==> config.mk <==
export PLATFORM = sky130hd
export DESIGN_NAME = multitrack_step_sequencer
export DESIGN_NICKNAME = d
export VERILOG_FILES = /design/src/hdl/mtss_pkg.sv /design/src/hdl/mtss_cell_mem.sv /design/src/hdl/mtss_ctrl.sv /design/src/hdl/multitrack_step_sequencer.sv
export SDC_FILE = /design/constraint.sdc
export NUM_CORES = 1
export LEC_CHECK = 0
export BUFFER_PORTS_ARGS = -buffer_cell sky130_fd_sc_hd__buf_4
export CAP_MARGIN = 20
export CELL_PAD_IN_SITES_DETAIL_PLACEMENT = 0
export CELL_PAD_IN_SITES_GLOBAL_PLACEMENT = 1
export CORE_UTILIZATION = 40
export DETAILED_ROUTE_END_ITERATION = 10
export PLACE_DENSITY = 0.6
export SKIP_LAST_GASP = 1
export SYNTH_ARGS = -nofsm -noshare
export SYNTH_HDL_FRONTEND = slang
export SYNTH_SLANG_ARGS = --single-unit
export TNS_END_PERCENT = 5
==> constraint.sdc <==
create_clock -name clk -period 8 [get_ports clk]
set_input_delay 0.4 -clock clk [delete_from_list [all_inputs] [get_ports clk]]
set_output_delay 0.4 -clock clk [all_outputs]
set_load 0.02 [all_outputs]
==> src/hdl/mtss_pkg.sv <==
// Shared types, constants and cell arithmetic for the multitrack step sequencer.
// No dependencies; every other file uses this package by scoped names.

package mtss_pkg;

  localparam int TRACKS_DEF = 4;
  localparam int STEPS_DEF  = 8;

  localparam int CMD_W   = 4;
  localparam int IDX_W   = 3;
  localparam int BASE_W  = 7;
  localparam int NOTE_W  = 8;
  localparam int VEL_W   = 5;
  localparam int PITCH_W = 4;
  localparam int OCT_W   = 4;
  localparam int MODE_W  = 2;
  localparam int SUM_W   = 10;

  localparam logic [CMD_W-1:0] CMD_SELECT    = 4'd0;
  localparam logic [CMD_W-1:0] CMD_TOGGLE    = 4'd1;
  localparam logic [CMD_W-1:0] CMD_INC       = 4'd2;
  localparam logic [CMD_W-1:0] CMD_DEC       = 4'd3;
  localparam logic [CMD_W-1:0] CMD_NEXT_TRK  = 4'd4;
  localparam logic [CMD_W-1:0] CMD_PREV_TRK  = 4'd5;
  localparam logic [CMD_W-1:0] CMD_NEXT_MODE = 4'd6;
  localparam logic [CMD_W-1:0] CMD_PREV_MODE = 4'd7;
  localparam logic [CMD_W-1:0] CMD_PLAY      = 4'd8;

  localparam logic [MODE_W-1:0] MODE_PITCH    = 2'd0;
  localparam logic [MODE_W-1:0] MODE_OCTAVE   = 2'd1;
  localparam logic [MODE_W-1:0] MODE_VELOCITY = 2'd2;

  localparam logic [PITCH_W-1:0]       PITCH_MAX  = 4'd11;
  localparam logic signed [OCT_W-1:0]  OCT_MIN    = -4'sd5;
  localparam logic signed [OCT_W-1:0]  OCT_MAX    = 4'sd5;
  localparam logic [VEL_W-1:0]         VEL_MIN    = 5'd5;
  localparam logic [VEL_W-1:0]         VEL_MAX    = 5'd20;
  localparam logic [VEL_W-1:0]         VEL_RESET  = 5'd10;
  localparam logic [BASE_W-1:0]        BASE_RESET = 7'd60;
  localparam logic [NOTE_W-1:0]        NOTE_MAX   = 8'd255;

  typedef struct packed {
    logic                     en;
    logic [PITCH_W-1:0]       pitch;
    logic signed [OCT_W-1:0]  octave;
    logic [VEL_W-1:0]         vel;
  } cell_t;

  localparam cell_t CELL_RESET = '{en: 1'b0, pitch: '0, octave: '0, vel: VEL_RESET};

  // Saturating raise or lower of the parameter picked by the edit mode.
  function automatic cell_t adjust(cell_t c, logic [MODE_W-1:0] mode, logic up);
    cell_t r;
    r = c;
    unique case (mode)
      MODE_PITCH: begin
        if (up && c.pitch < PITCH_MAX) r.pitch = c.pitch + 4'd1;
        else if (!up && c.pitch != '0) r.pitch = c.pitch - 4'd1;
      end
      MODE_OCTAVE: begin
        if (up && c.octave < OCT_MAX) r.octave = c.octave + 4'sd1;
        else if (!up && c.octave > OCT_MIN) r.octave = c.octave - 4'sd1;
      end
      MODE_VELOCITY: begin
        if (up && c.vel < VEL_MAX) r.vel = c.vel + 5'd1;
        else if (!up && c.vel > VEL_MIN) r.vel = c.vel - 5'd1;
      end
      default: r = c;
    endcase
    return r;
  endfunction

  // base + pitch + 12 * octave, clamped to the note range.
  function automatic logic [NOTE_W-1:0] note_of(logic [BASE_W-1:0] base, cell_t c);
    logic signed [SUM_W-1:0] oct_x;
    logic signed [SUM_W-1:0] sum;
    logic [NOTE_W-1:0]       r;
    oct_x = {{(SUM_W-OCT_W){c.octave[OCT_W-1]}}, c.octave};
    sum   = $signed({3'b000, base}) + $signed({6'b000000, c.pitch})
          + (oct_x <<< 3) + (oct_x <<< 2);
    if (sum < 0) r = '0;
    else if (sum > $signed(10'd255)) r = NOTE_MAX;
    else r = sum[NOTE_W-1:0];
    return r;
  endfunction

endpackage

==> src/hdl/mtss_cell_mem.sv <==
// Pattern cell memory: one write port, one read port, registered read data.
// Per-entry valid bits stand in for the reset contents. Uses mtss_pkg.

module mtss_cell_mem #(
  parameter int CELLS  = mtss_pkg::TRACKS_DEF * mtss_pkg::STEPS_DEF,
  parameter int CELL_W = $clog2(CELLS)
) (
  input  logic                clk,
  input  logic                rst,
  input  logic                rd_en,
  input  logic [CELL_W-1:0]   rd_addr,
  output mtss_pkg::cell_t     rd_data,
  input  logic                wr_en,
  input  logic [CELL_W-1:0]   wr_addr,
  input  mtss_pkg::cell_t     wr_data
);

  mtss_pkg::cell_t mem [CELLS];
  logic [CELLS-1:0] vld;

  always_ff @(posedge clk) begin
    if (wr_en) begin
      mem[wr_addr] <= wr_data;
    end
  end

  always_ff @(posedge clk) begin
    if (rst) begin
      vld <= '0;
    end else if (wr_en) begin
      vld[wr_addr] <= 1'b1;
    end
  end

  // forward a same-edge write; an entry never written reads as its reset value
  always_ff @(posedge clk) begin
    if (rd_en) begin
      if (wr_en && wr_addr == rd_addr) rd_data <= wr_data;
      else if (vld[rd_addr]) rd_data <= mem[rd_addr];
      else rd_data <= mtss_pkg::CELL_RESET;
    end
  end

endmodule

==> src/hdl/mtss_ctrl.sv <==
// Command sequencer: edit state, read-modify-write of cells, play scan and
// the output word register. Uses mtss_pkg; drives mtss_cell_mem ports.

module mtss_ctrl #(
  parameter int TRACKS = mtss_pkg::TRACKS_DEF,
  parameter int STEPS  = mtss_pkg::STEPS_DEF,
  parameter int TRK_W  = (TRACKS > 1) ? $clog2(TRACKS) : 1,
  parameter int CELL_W = $clog2(TRACKS * STEPS)
) (
  input  logic                          clk,
  input  logic                          rst,
  input  logic                          cfg_we,
  input  logic [mtss_pkg::BASE_W-1:0]   cfg_data,
  input  logic                          in_valid,
  output logic                          in_ready,
  input  logic [mtss_pkg::CMD_W-1:0]    command,
  input  logic [mtss_pkg::IDX_W-1:0]    step_index,
  output logic                          out_valid,
  input  logic                          out_ready,
  output logic [TRK_W-1:0]              track,
  output logic [mtss_pkg::NOTE_W-1:0]   note_number,
  output logic [mtss_pkg::VEL_W-1:0]    velocity_level,
  output logic                          last,
  output logic                          rd_en,
  output logic [CELL_W-1:0]             rd_addr,
  input  mtss_pkg::cell_t               rd_data,
  output logic                          wr_en,
  output logic [CELL_W-1:0]             wr_addr,
  output mtss_pkg::cell_t               wr_data
);

  localparam logic [1:0] S_IDLE  = 2'd0;
  localparam logic [1:0] S_RMW   = 2'd1;
  localparam logic [1:0] S_PLAY  = 2'd2;
  localparam logic [1:0] S_FLUSH = 2'd3;

  localparam logic [TRK_W-1:0] TRK_LAST = TRK_W'(TRACKS - 1);

  logic [1:0]                    state;
  logic [TRK_W-1:0]              current_track;
  logic [mtss_pkg::MODE_W-1:0]   edit_mode;
  logic [mtss_pkg::IDX_W-1:0]    selected_step;
  logic                          selection_valid;
  logic [mtss_pkg::BASE_W-1:0]   base_note;
  logic [mtss_pkg::CMD_W-1:0]    cmd_r;
  logic [mtss_pkg::IDX_W-1:0]    idx_r;
  logic [CELL_W-1:0]             addr_r;
  logic [TRK_W-1:0]              cur_t;
  logic                          pend_valid;
  logic [TRK_W-1:0]              pend_track;
  logic [mtss_pkg::NOTE_W-1:0]   pend_note;
  logic [mtss_pkg::VEL_W-1:0]    pend_vel;

  logic in_fire, idx_ok, sel_ok, out_free, hit, stall, take_new, push_mid, push_last;
  logic scan_more;

  function automatic logic [CELL_W-1:0] cell_addr(logic [TRK_W-1:0] t,
                                                 logic [mtss_pkg::IDX_W-1:0] s);
    return CELL_W'(CELL_W'(t) * STEPS) + CELL_W'(s);
  endfunction

  assign in_ready  = (state == S_IDLE);
  assign in_fire   = in_valid && in_ready;
  assign idx_ok    = int'(step_index) < STEPS;
  assign sel_ok    = selection_valid && (int'(selected_step) < STEPS);
  assign out_free  = !out_valid || out_ready;
  assign hit       = rd_data.en;
  assign stall     = (state == S_PLAY) && hit && pend_valid && !out_free;
  assign take_new  = (state == S_PLAY) && hit && !stall;
  assign push_mid  = (state == S_PLAY) && hit && pend_valid && out_free;
  assign push_last = (state == S_FLUSH) && pend_valid && out_free;
  assign scan_more = (state == S_PLAY) && !stall && (cur_t != TRK_LAST);

  always_comb begin
    rd_en   = 1'b0;
    rd_addr = cell_addr(cur_t + TRK_W'(1), idx_r);
    if (in_fire) begin
      priority case (command)
        mtss_pkg::CMD_TOGGLE: begin
          rd_en   = sel_ok;
          rd_addr = cell_addr(current_track, selected_step);
        end
        mtss_pkg::CMD_INC, mtss_pkg::CMD_DEC: begin
          rd_en   = idx_ok;
          rd_addr = cell_addr(current_track, step_index);
        end
        mtss_pkg::CMD_PLAY: begin
          rd_en   = idx_ok;
          rd_addr = cell_addr('0, step_index);
        end
        default: rd_en = 1'b0;
      endcase
    end else if (scan_more) begin
      rd_en = 1'b1;
    end
  end

  assign wr_en   = (state == S_RMW);
  assign wr_addr = addr_r;
  always_comb begin
    wr_data = rd_data;
    if (cmd_r == mtss_pkg::CMD_TOGGLE) wr_data.en = !rd_data.en;
    else wr_data = mtss_pkg::adjust(rd_data, edit_mode, cmd_r == mtss_pkg::CMD_INC);
  end

  always_ff @(posedge clk) begin
    if (rst) begin
      base_note <= mtss_pkg::BASE_RESET;
    end else if (cfg_we) begin
      base_note <= cfg_data;
    end
  end

  always_ff @(posedge clk) begin
    if (rst) begin
      state           <= S_IDLE;
      current_track   <= '0;
      edit_mode       <= mtss_pkg::MODE_PITCH;
      selected_step   <= '0;
      selection_valid <= 1'b0;
      cur_t           <= '0;
      pend_valid      <= 1'b0;
      out_valid       <= 1'b0;
    end else begin
      if (out_valid && out_ready) out_valid <= 1'b0;
      unique case (state)
        S_IDLE: begin
          if (in_fire) begin
            priority case (command)
              mtss_pkg::CMD_SELECT: begin
                if (idx_ok) begin
                  selected_step   <= step_index;
                  selection_valid <= 1'b1;
                end
              end
              mtss_pkg::CMD_TOGGLE: if (sel_ok) state <= S_RMW;
              mtss_pkg::CMD_INC, mtss_pkg::CMD_DEC: if (idx_ok) state <= S_RMW;
              mtss_pkg::CMD_NEXT_TRK:
                current_track <= (current_track == TRK_LAST) ? '0
                                 : current_track + TRK_W'(1);
              mtss_pkg::CMD_PREV_TRK:
                current_track <= (current_track == '0) ? TRK_LAST
                                 : current_track - TRK_W'(1);
              mtss_pkg::CMD_NEXT_MODE:
                edit_mode <= (edit_mode == mtss_pkg::MODE_PITCH)  ? mtss_pkg::MODE_OCTAVE
                           : (edit_mode == mtss_pkg::MODE_OCTAVE) ? mtss_pkg::MODE_VELOCITY
                           : mtss_pkg::MODE_PITCH;
              mtss_pkg::CMD_PREV_MODE:
                edit_mode <= (edit_mode == mtss_pkg::MODE_PITCH)    ? mtss_pkg::MODE_VELOCITY
                           : (edit_mode == mtss_pkg::MODE_VELOCITY) ? mtss_pkg::MODE_OCTAVE
                           : mtss_pkg::MODE_PITCH;
              mtss_pkg::CMD_PLAY: begin
                if (idx_ok) begin
                  state <= S_PLAY;
                  cur_t <= '0;
                end
              end
              default: state <= S_IDLE;
            endcase
          end
        end
        S_RMW: state <= S_IDLE;
        S_PLAY: begin
          if (push_mid) out_valid <= 1'b1;
          if (take_new) pend_valid <= 1'b1;
          if (!stall) begin
            if (cur_t == TRK_LAST) state <= S_FLUSH;
            else cur_t <= cur_t + TRK_W'(1);
          end
        end
        S_FLUSH: begin
          if (push_last) begin
            out_valid  <= 1'b1;
            pend_valid <= 1'b0;
            state      <= S_IDLE;
          end else if (!pend_valid) begin
            state <= S_IDLE;
          end
        end
        default: state <= S_IDLE;
      endcase
    end
  end

  // payload: no reset
  always_ff @(posedge clk) begin
    if (in_fire) begin
      cmd_r  <= command;
      idx_r  <= step_index;
      addr_r <= rd_addr;
    end
    if (push_mid || push_last) begin
      track          <= pend_track;
      note_number    <= pend_note;
      velocity_level <= pend_vel;
      last           <= push_last;
    end
    if (take_new) begin
      pend_track <= cur_t;
      pend_note  <= mtss_pkg::note_of(base_note, rd_data);
      pend_vel   <= rd_data.vel;
    end
  end

`ifndef SYNTH
  a_pend_in_play: assert property (@(posedge clk) disable iff (rst)
    pend_valid |-> (state == S_PLAY || state == S_FLUSH))
    else $error("held note outside a play scan");

  a_rmw_one_cycle: assert property (@(posedge clk) disable iff (rst)
    state == S_RMW |=> state == S_IDLE)
    else $error("write-back did not return to idle");

  a_play_start: assert property (@(posedge clk) disable iff (rst)
    (in_fire && command == mtss_pkg::CMD_PLAY && idx_ok) |=> (state == S_PLAY && cur_t == '0))
    else $error("play did not start at the first track");

  a_track_range: assert property (@(posedge clk) disable iff (rst)
    current_track <= TRK_LAST && cur_t <= TRK_LAST)
    else $error("track counter out of range");

  a_mode_range: assert property (@(posedge clk) disable iff (rst)
    edit_mode <= mtss_pkg::MODE_VELOCITY)
    else $error("edit mode reached the unused code");
`endif

endmodule

==> src/hdl/multitrack_step_sequencer.sv <==
// Multitrack step sequencer top level: pattern cell memory and command sequencer.
// Uses mtss_pkg, mtss_cell_mem and mtss_ctrl.

// The pattern of TRACKS x STEPS cells (enable, pitch, octave, velocity) lives in
// one memory with a single read port and registered read data. Select, track and
// mode commands need no memory access; toggle, increment and decrement read the
// cell, then write it back. A play command scans the tracks one memory read per
// cycle while the output is not stalled and returns through a flush state to
// accept the next word. Each note is held until the next enabled track is found
// so that last can be flagged; a finished note waits in the output register while
// the next command is accepted. The user must write base_note via cfg_we/cfg_data
// only while idle; the block does not enforce it. No clearing pass follows reset.

module multitrack_step_sequencer #(
  parameter int TRACKS = mtss_pkg::TRACKS_DEF,
  parameter int STEPS  = mtss_pkg::STEPS_DEF,
  parameter int TRK_W  = (TRACKS > 1) ? $clog2(TRACKS) : 1
) (
  input  logic                          clk,
  input  logic                          rst,
  input  logic                          cfg_we,
  input  logic [mtss_pkg::BASE_W-1:0]   cfg_data,
  input  logic                          in_valid,
  output logic                          in_ready,
  input  logic [mtss_pkg::CMD_W-1:0]    command,
  input  logic [mtss_pkg::IDX_W-1:0]    step_index,
  output logic                          out_valid,
  input  logic                          out_ready,
  output logic [TRK_W-1:0]              track,
  output logic [mtss_pkg::NOTE_W-1:0]   note_number,
  output logic [mtss_pkg::VEL_W-1:0]    velocity_level,
  output logic                          last
);

  localparam int CELLS  = TRACKS * STEPS;
  localparam int CELL_W = $clog2(CELLS);

  logic              rd_en, wr_en;
  logic [CELL_W-1:0] rd_addr, wr_addr;
  mtss_pkg::cell_t   rd_data, wr_data;

  mtss_cell_mem #(
    .CELLS  (CELLS),
    .CELL_W (CELL_W)
  ) u_mem (
    .clk     (clk),
    .rst     (rst),
    .rd_en   (rd_en),
    .rd_addr (rd_addr),
    .rd_data (rd_data),
    .wr_en   (wr_en),
    .wr_addr (wr_addr),
    .wr_data (wr_data)
  );

  mtss_ctrl #(
    .TRACKS (TRACKS),
    .STEPS  (STEPS),
    .TRK_W  (TRK_W),
    .CELL_W (CELL_W)
  ) u_ctrl (
    .clk            (clk),
    .rst            (rst),
    .cfg_we         (cfg_we),
    .cfg_data       (cfg_data),
    .in_valid       (in_valid),
    .in_ready       (in_ready),
    .command        (command),
    .step_index     (step_index),
    .out_valid      (out_valid),
    .out_ready      (out_ready),
    .track          (track),
    .note_number    (note_number),
    .velocity_level (velocity_level),
    .last           (last),
    .rd_en          (rd_en),
    .rd_addr        (rd_addr),
    .rd_data        (rd_data),
    .wr_en          (wr_en),
    .wr_addr        (wr_addr),
    .wr_data        (wr_data)
  );

endmodule
==> impl_metrics.ini <==
[synthesis]
async_reset_ff_frac = 0
ys_types = 67
syn_avg_cell_area_sq_um = 13.3
ys.flop_type = edfxtp_1
ys_ff_latch = 558
synth_common_cells = 505 x edfxtp_1, 359 x nand2_1, 137 x nor2_1
synth_most_common_cell = edfxtp_1
yosysWarningCount = 0
synth_top_area_share = 0.661
yosysTopAreaCell = edfxtp_1
synth_nets = 1765
synth_edf_count = 505
syn_inst = 1719
ys_seq_area_frac = 0.708
synth_area_sq_um = 22900
synth_area_leaders = edfxtp_1 66%, nand2_1 5.9%, dfxtp_1 4.6%

[layout]
final_cells = 2601
area_delta_synth_final_pct = 15.3
drive_above_1_share = 0.128
num_antenna_cells = 0
stdcell_area_sq_um = 26400
fin_nets = 1842

[sta]
hold_violations = 0
finClkSkew_ns = 0.0275
period_needed_ns = 4.72
rsz0062_at_grt = false
finalSetupViolations = 0
fin_setup_tns_ns = 0
tightest_slew_ns = 0.978
period_share = 0.590
final-max-slew-violation-count = 0
worst_slack_ns = 3.28
fmax_mhz = 212
slew-limit-headroom = 0.346
whs_ns = 0.0490

[critical_path]
cp-end-kind = register
slowest_stage = nor2_4
path_delay_family = simple AND/OR/NAND/NOR gates
crit_type = reg -> reg
cp_cell_sequence = nor4b_4, and3_1, mux2_4, clkinv_2, nor2_4, buf_4, a32oi_1, a31oi_1, a211o_1, o31ai_2
start_kind = register
cp-startpoint = u_ctrl.state[1]$_SDFFE_PP0P_
cp_num_buf_inv = 2
crit_arrival_ns = 5.10
cp.required_ns = 8.38
crit-reg2reg-launch = u_ctrl.state[1]$_SDFFE_PP0P_
path_max_fanout = 24
critical_path.max_stage_delay_ns = 0.72

[clocking]
cts_tree = done
cts_htree_levels = 2
cts_root_buf = clkbuf_16
cts_hold_buf = 10
clk_pin_slew_ns = 0.06
clkLatencyLatePin_ns = 0.64
numCtsBuffers = 59
cts_setup_buffers = 0
clk_path_buf_depth = 3
clock_sinks = 558
ctsResizeCount = 0

[global_route]
grt_pass1_wl_microns = 91200
grt_max_degree = 107
grt.total_usage = 0.217
antenna_found_initial = 1
grt_pass1_vias = 13800
gr-total-overflow = 0

[power]
internal-power_w = 0.00503
seqPwrFrac = 0.493
powerDensity_nw_per_um2 = 247
p_clk_frac = 0.430
switchingPower_w = 0.00150
combPwrFrac = 0.077
p_leak_nw = 9.00
ir_worst_vdd_mv = 0.199
swShare = 0.229

[min_path]
min_from = command[2]
hold_path.class = in -> reg

[routing]
drt-initial-drc-count = 1173
drt-wirelength-per-cell_microns = 23.9
routed-wl-met3_microns = 3130
wl_met2_microns = 29400
ant_nets = 0
dr.pass1.iters = 7
vias = 14400
drc = 0
topRoutingLayerUsed = met4
wl_microns = 62200
wl_met1_microns = 28300
vias_per_cell = 5.52

[placed_design]
dp_hpwl_microns = 37000
gp_congestion = 0.832
placed_area_sq_um = 24300
placement.io_buffers = 36
dpl.cell_count = 2480
pre_cts_ws_ns = 3.17

[die]
initial_core_util = 0.406
boundaryPins = 37
dieArea_sq_um = 58300
core_sq_um = 56500
die_x_microns = 241
rows = 87
die_h_microns = 241

[outcome]
status = finished, final reports clean

[job]
drv_cap = 0
[power by group through the flow]
stage / combinational [W] / sequential [W] / clock (W)
finish: 0.000499 / 0.00322 / 0.00281
global route: 0.000546 / 0.00322 / 0.00296
CTS: 0.000508 / 0.00322 / 0.00285
detailed placement: 0.000503 / 0.00328 / 0
global placement: 0.000498 / 0.00328 / 0
floorplan: 0.000330 / 0.00327 / 0
[worst register-to-register path, delay by kind of cell, from the launching register on]
kind | cells | cell delay, ns
compound gates | 4 | 1.02
mux | 1 | 0.44
buf+inv | 2 | 0.98
simple gates | 3 | 1.64
flops | 1 | 0.40
[final timing paths]
check / slack (ns) / depth (start not counted) / end
setup / recovery: 3.28 / 10 / u_mem.rd_data[10]$_DFFE_PP_
setup reg to reg: 3.28 / 10 / u_mem.rd_data[10]$_DFFE_PP_
hold / removal: 0.05 / 1 / u_ctrl.cmd_r[2]$_DFFE_PP_
hold reg to reg: 0.41 / 0 / u_ctrl.note_number[1]$_DFFE_PP_
[state kept, by name (all words and copies together) (netlist names)]
name,flops
u_ctrl.base_note,7
u_ctrl.cmd_r,4
u_ctrl.cur_t,2
u_ctrl.current_track,2
u_ctrl.edit_mode,2
u_ctrl.idx_r,3
u_ctrl.last,1
u_ctrl.note_number,8
u_ctrl.out_valid,1
u_ctrl.pend_note,8
u_ctrl.pend_track,2
u_ctrl.pend_valid,1
u_ctrl.pend_vel,5
u_ctrl.sel_ok,1
u_ctrl.selected_step,3
u_ctrl.state,2
u_ctrl.track,2
u_ctrl.velocity_level,5
u_ctrl.wr_addr,5
u_mem.mem,448
u_mem.rd_data,14
u_mem.vld,32
[cells by family after synthesis]
logic type / after synthesis / share of synthesized area
AO/OA/AOI/OAI: 194 / 0.0600
XOR/XNOR: 27 / 0.0103
adder cells (fa/ha/maj): 27 / 0.0164
buffers and inverters: 124 / 0.0248
flip-flops: 558 / 0.708
multiplexers: 73 / 0.0436
AND/OR/NAND/NOR: 716 / 0.137
[layer usage]
metal / global-route usage / up-vias
met5: 0 / -
met2: 0.348 / 399
met1: 0.309 / 7326
li1: - / 6543
met3: 0.0267 / 86
met4: 0.0641 / 0
[cell type report]
cell class	count	area [sq um]
fill	4977	30100
sequential	558	16200
multi-input combinational	1037	6280
clock buffer	88	1710
tap	756	946
timing repair buffer	107	838
clock inverter	22	298
inverter	33	133
[per-stage QoR]
step	power, W	utilization
2_1_floorplan	0.00360	-
3_3_place_gp	0.00378	0.430
3_5_place_dp	0.00379	0.430
4_1_cts	0.00658	0.468
5_1_grt	0.00673	0.468
6_report	0.00653	0.468
[cell usage in the layout, fill, tap and decap left out, types with 24 or more instances in the layout]
cell type	Yosys	final
clkbuf_16	0	60
nand3_1	129	129
nor2_1	137	133
inv_1	29	29
nand4_1	27	27
edfxtp_1	505	505
nand2_1	359	359
a31oi_1	41	41
buf_4	6	95
dfxtp_1	53	53
mux2i_1	51	51
a32oi_1	24	24
(Power assumes the default switching activity.)
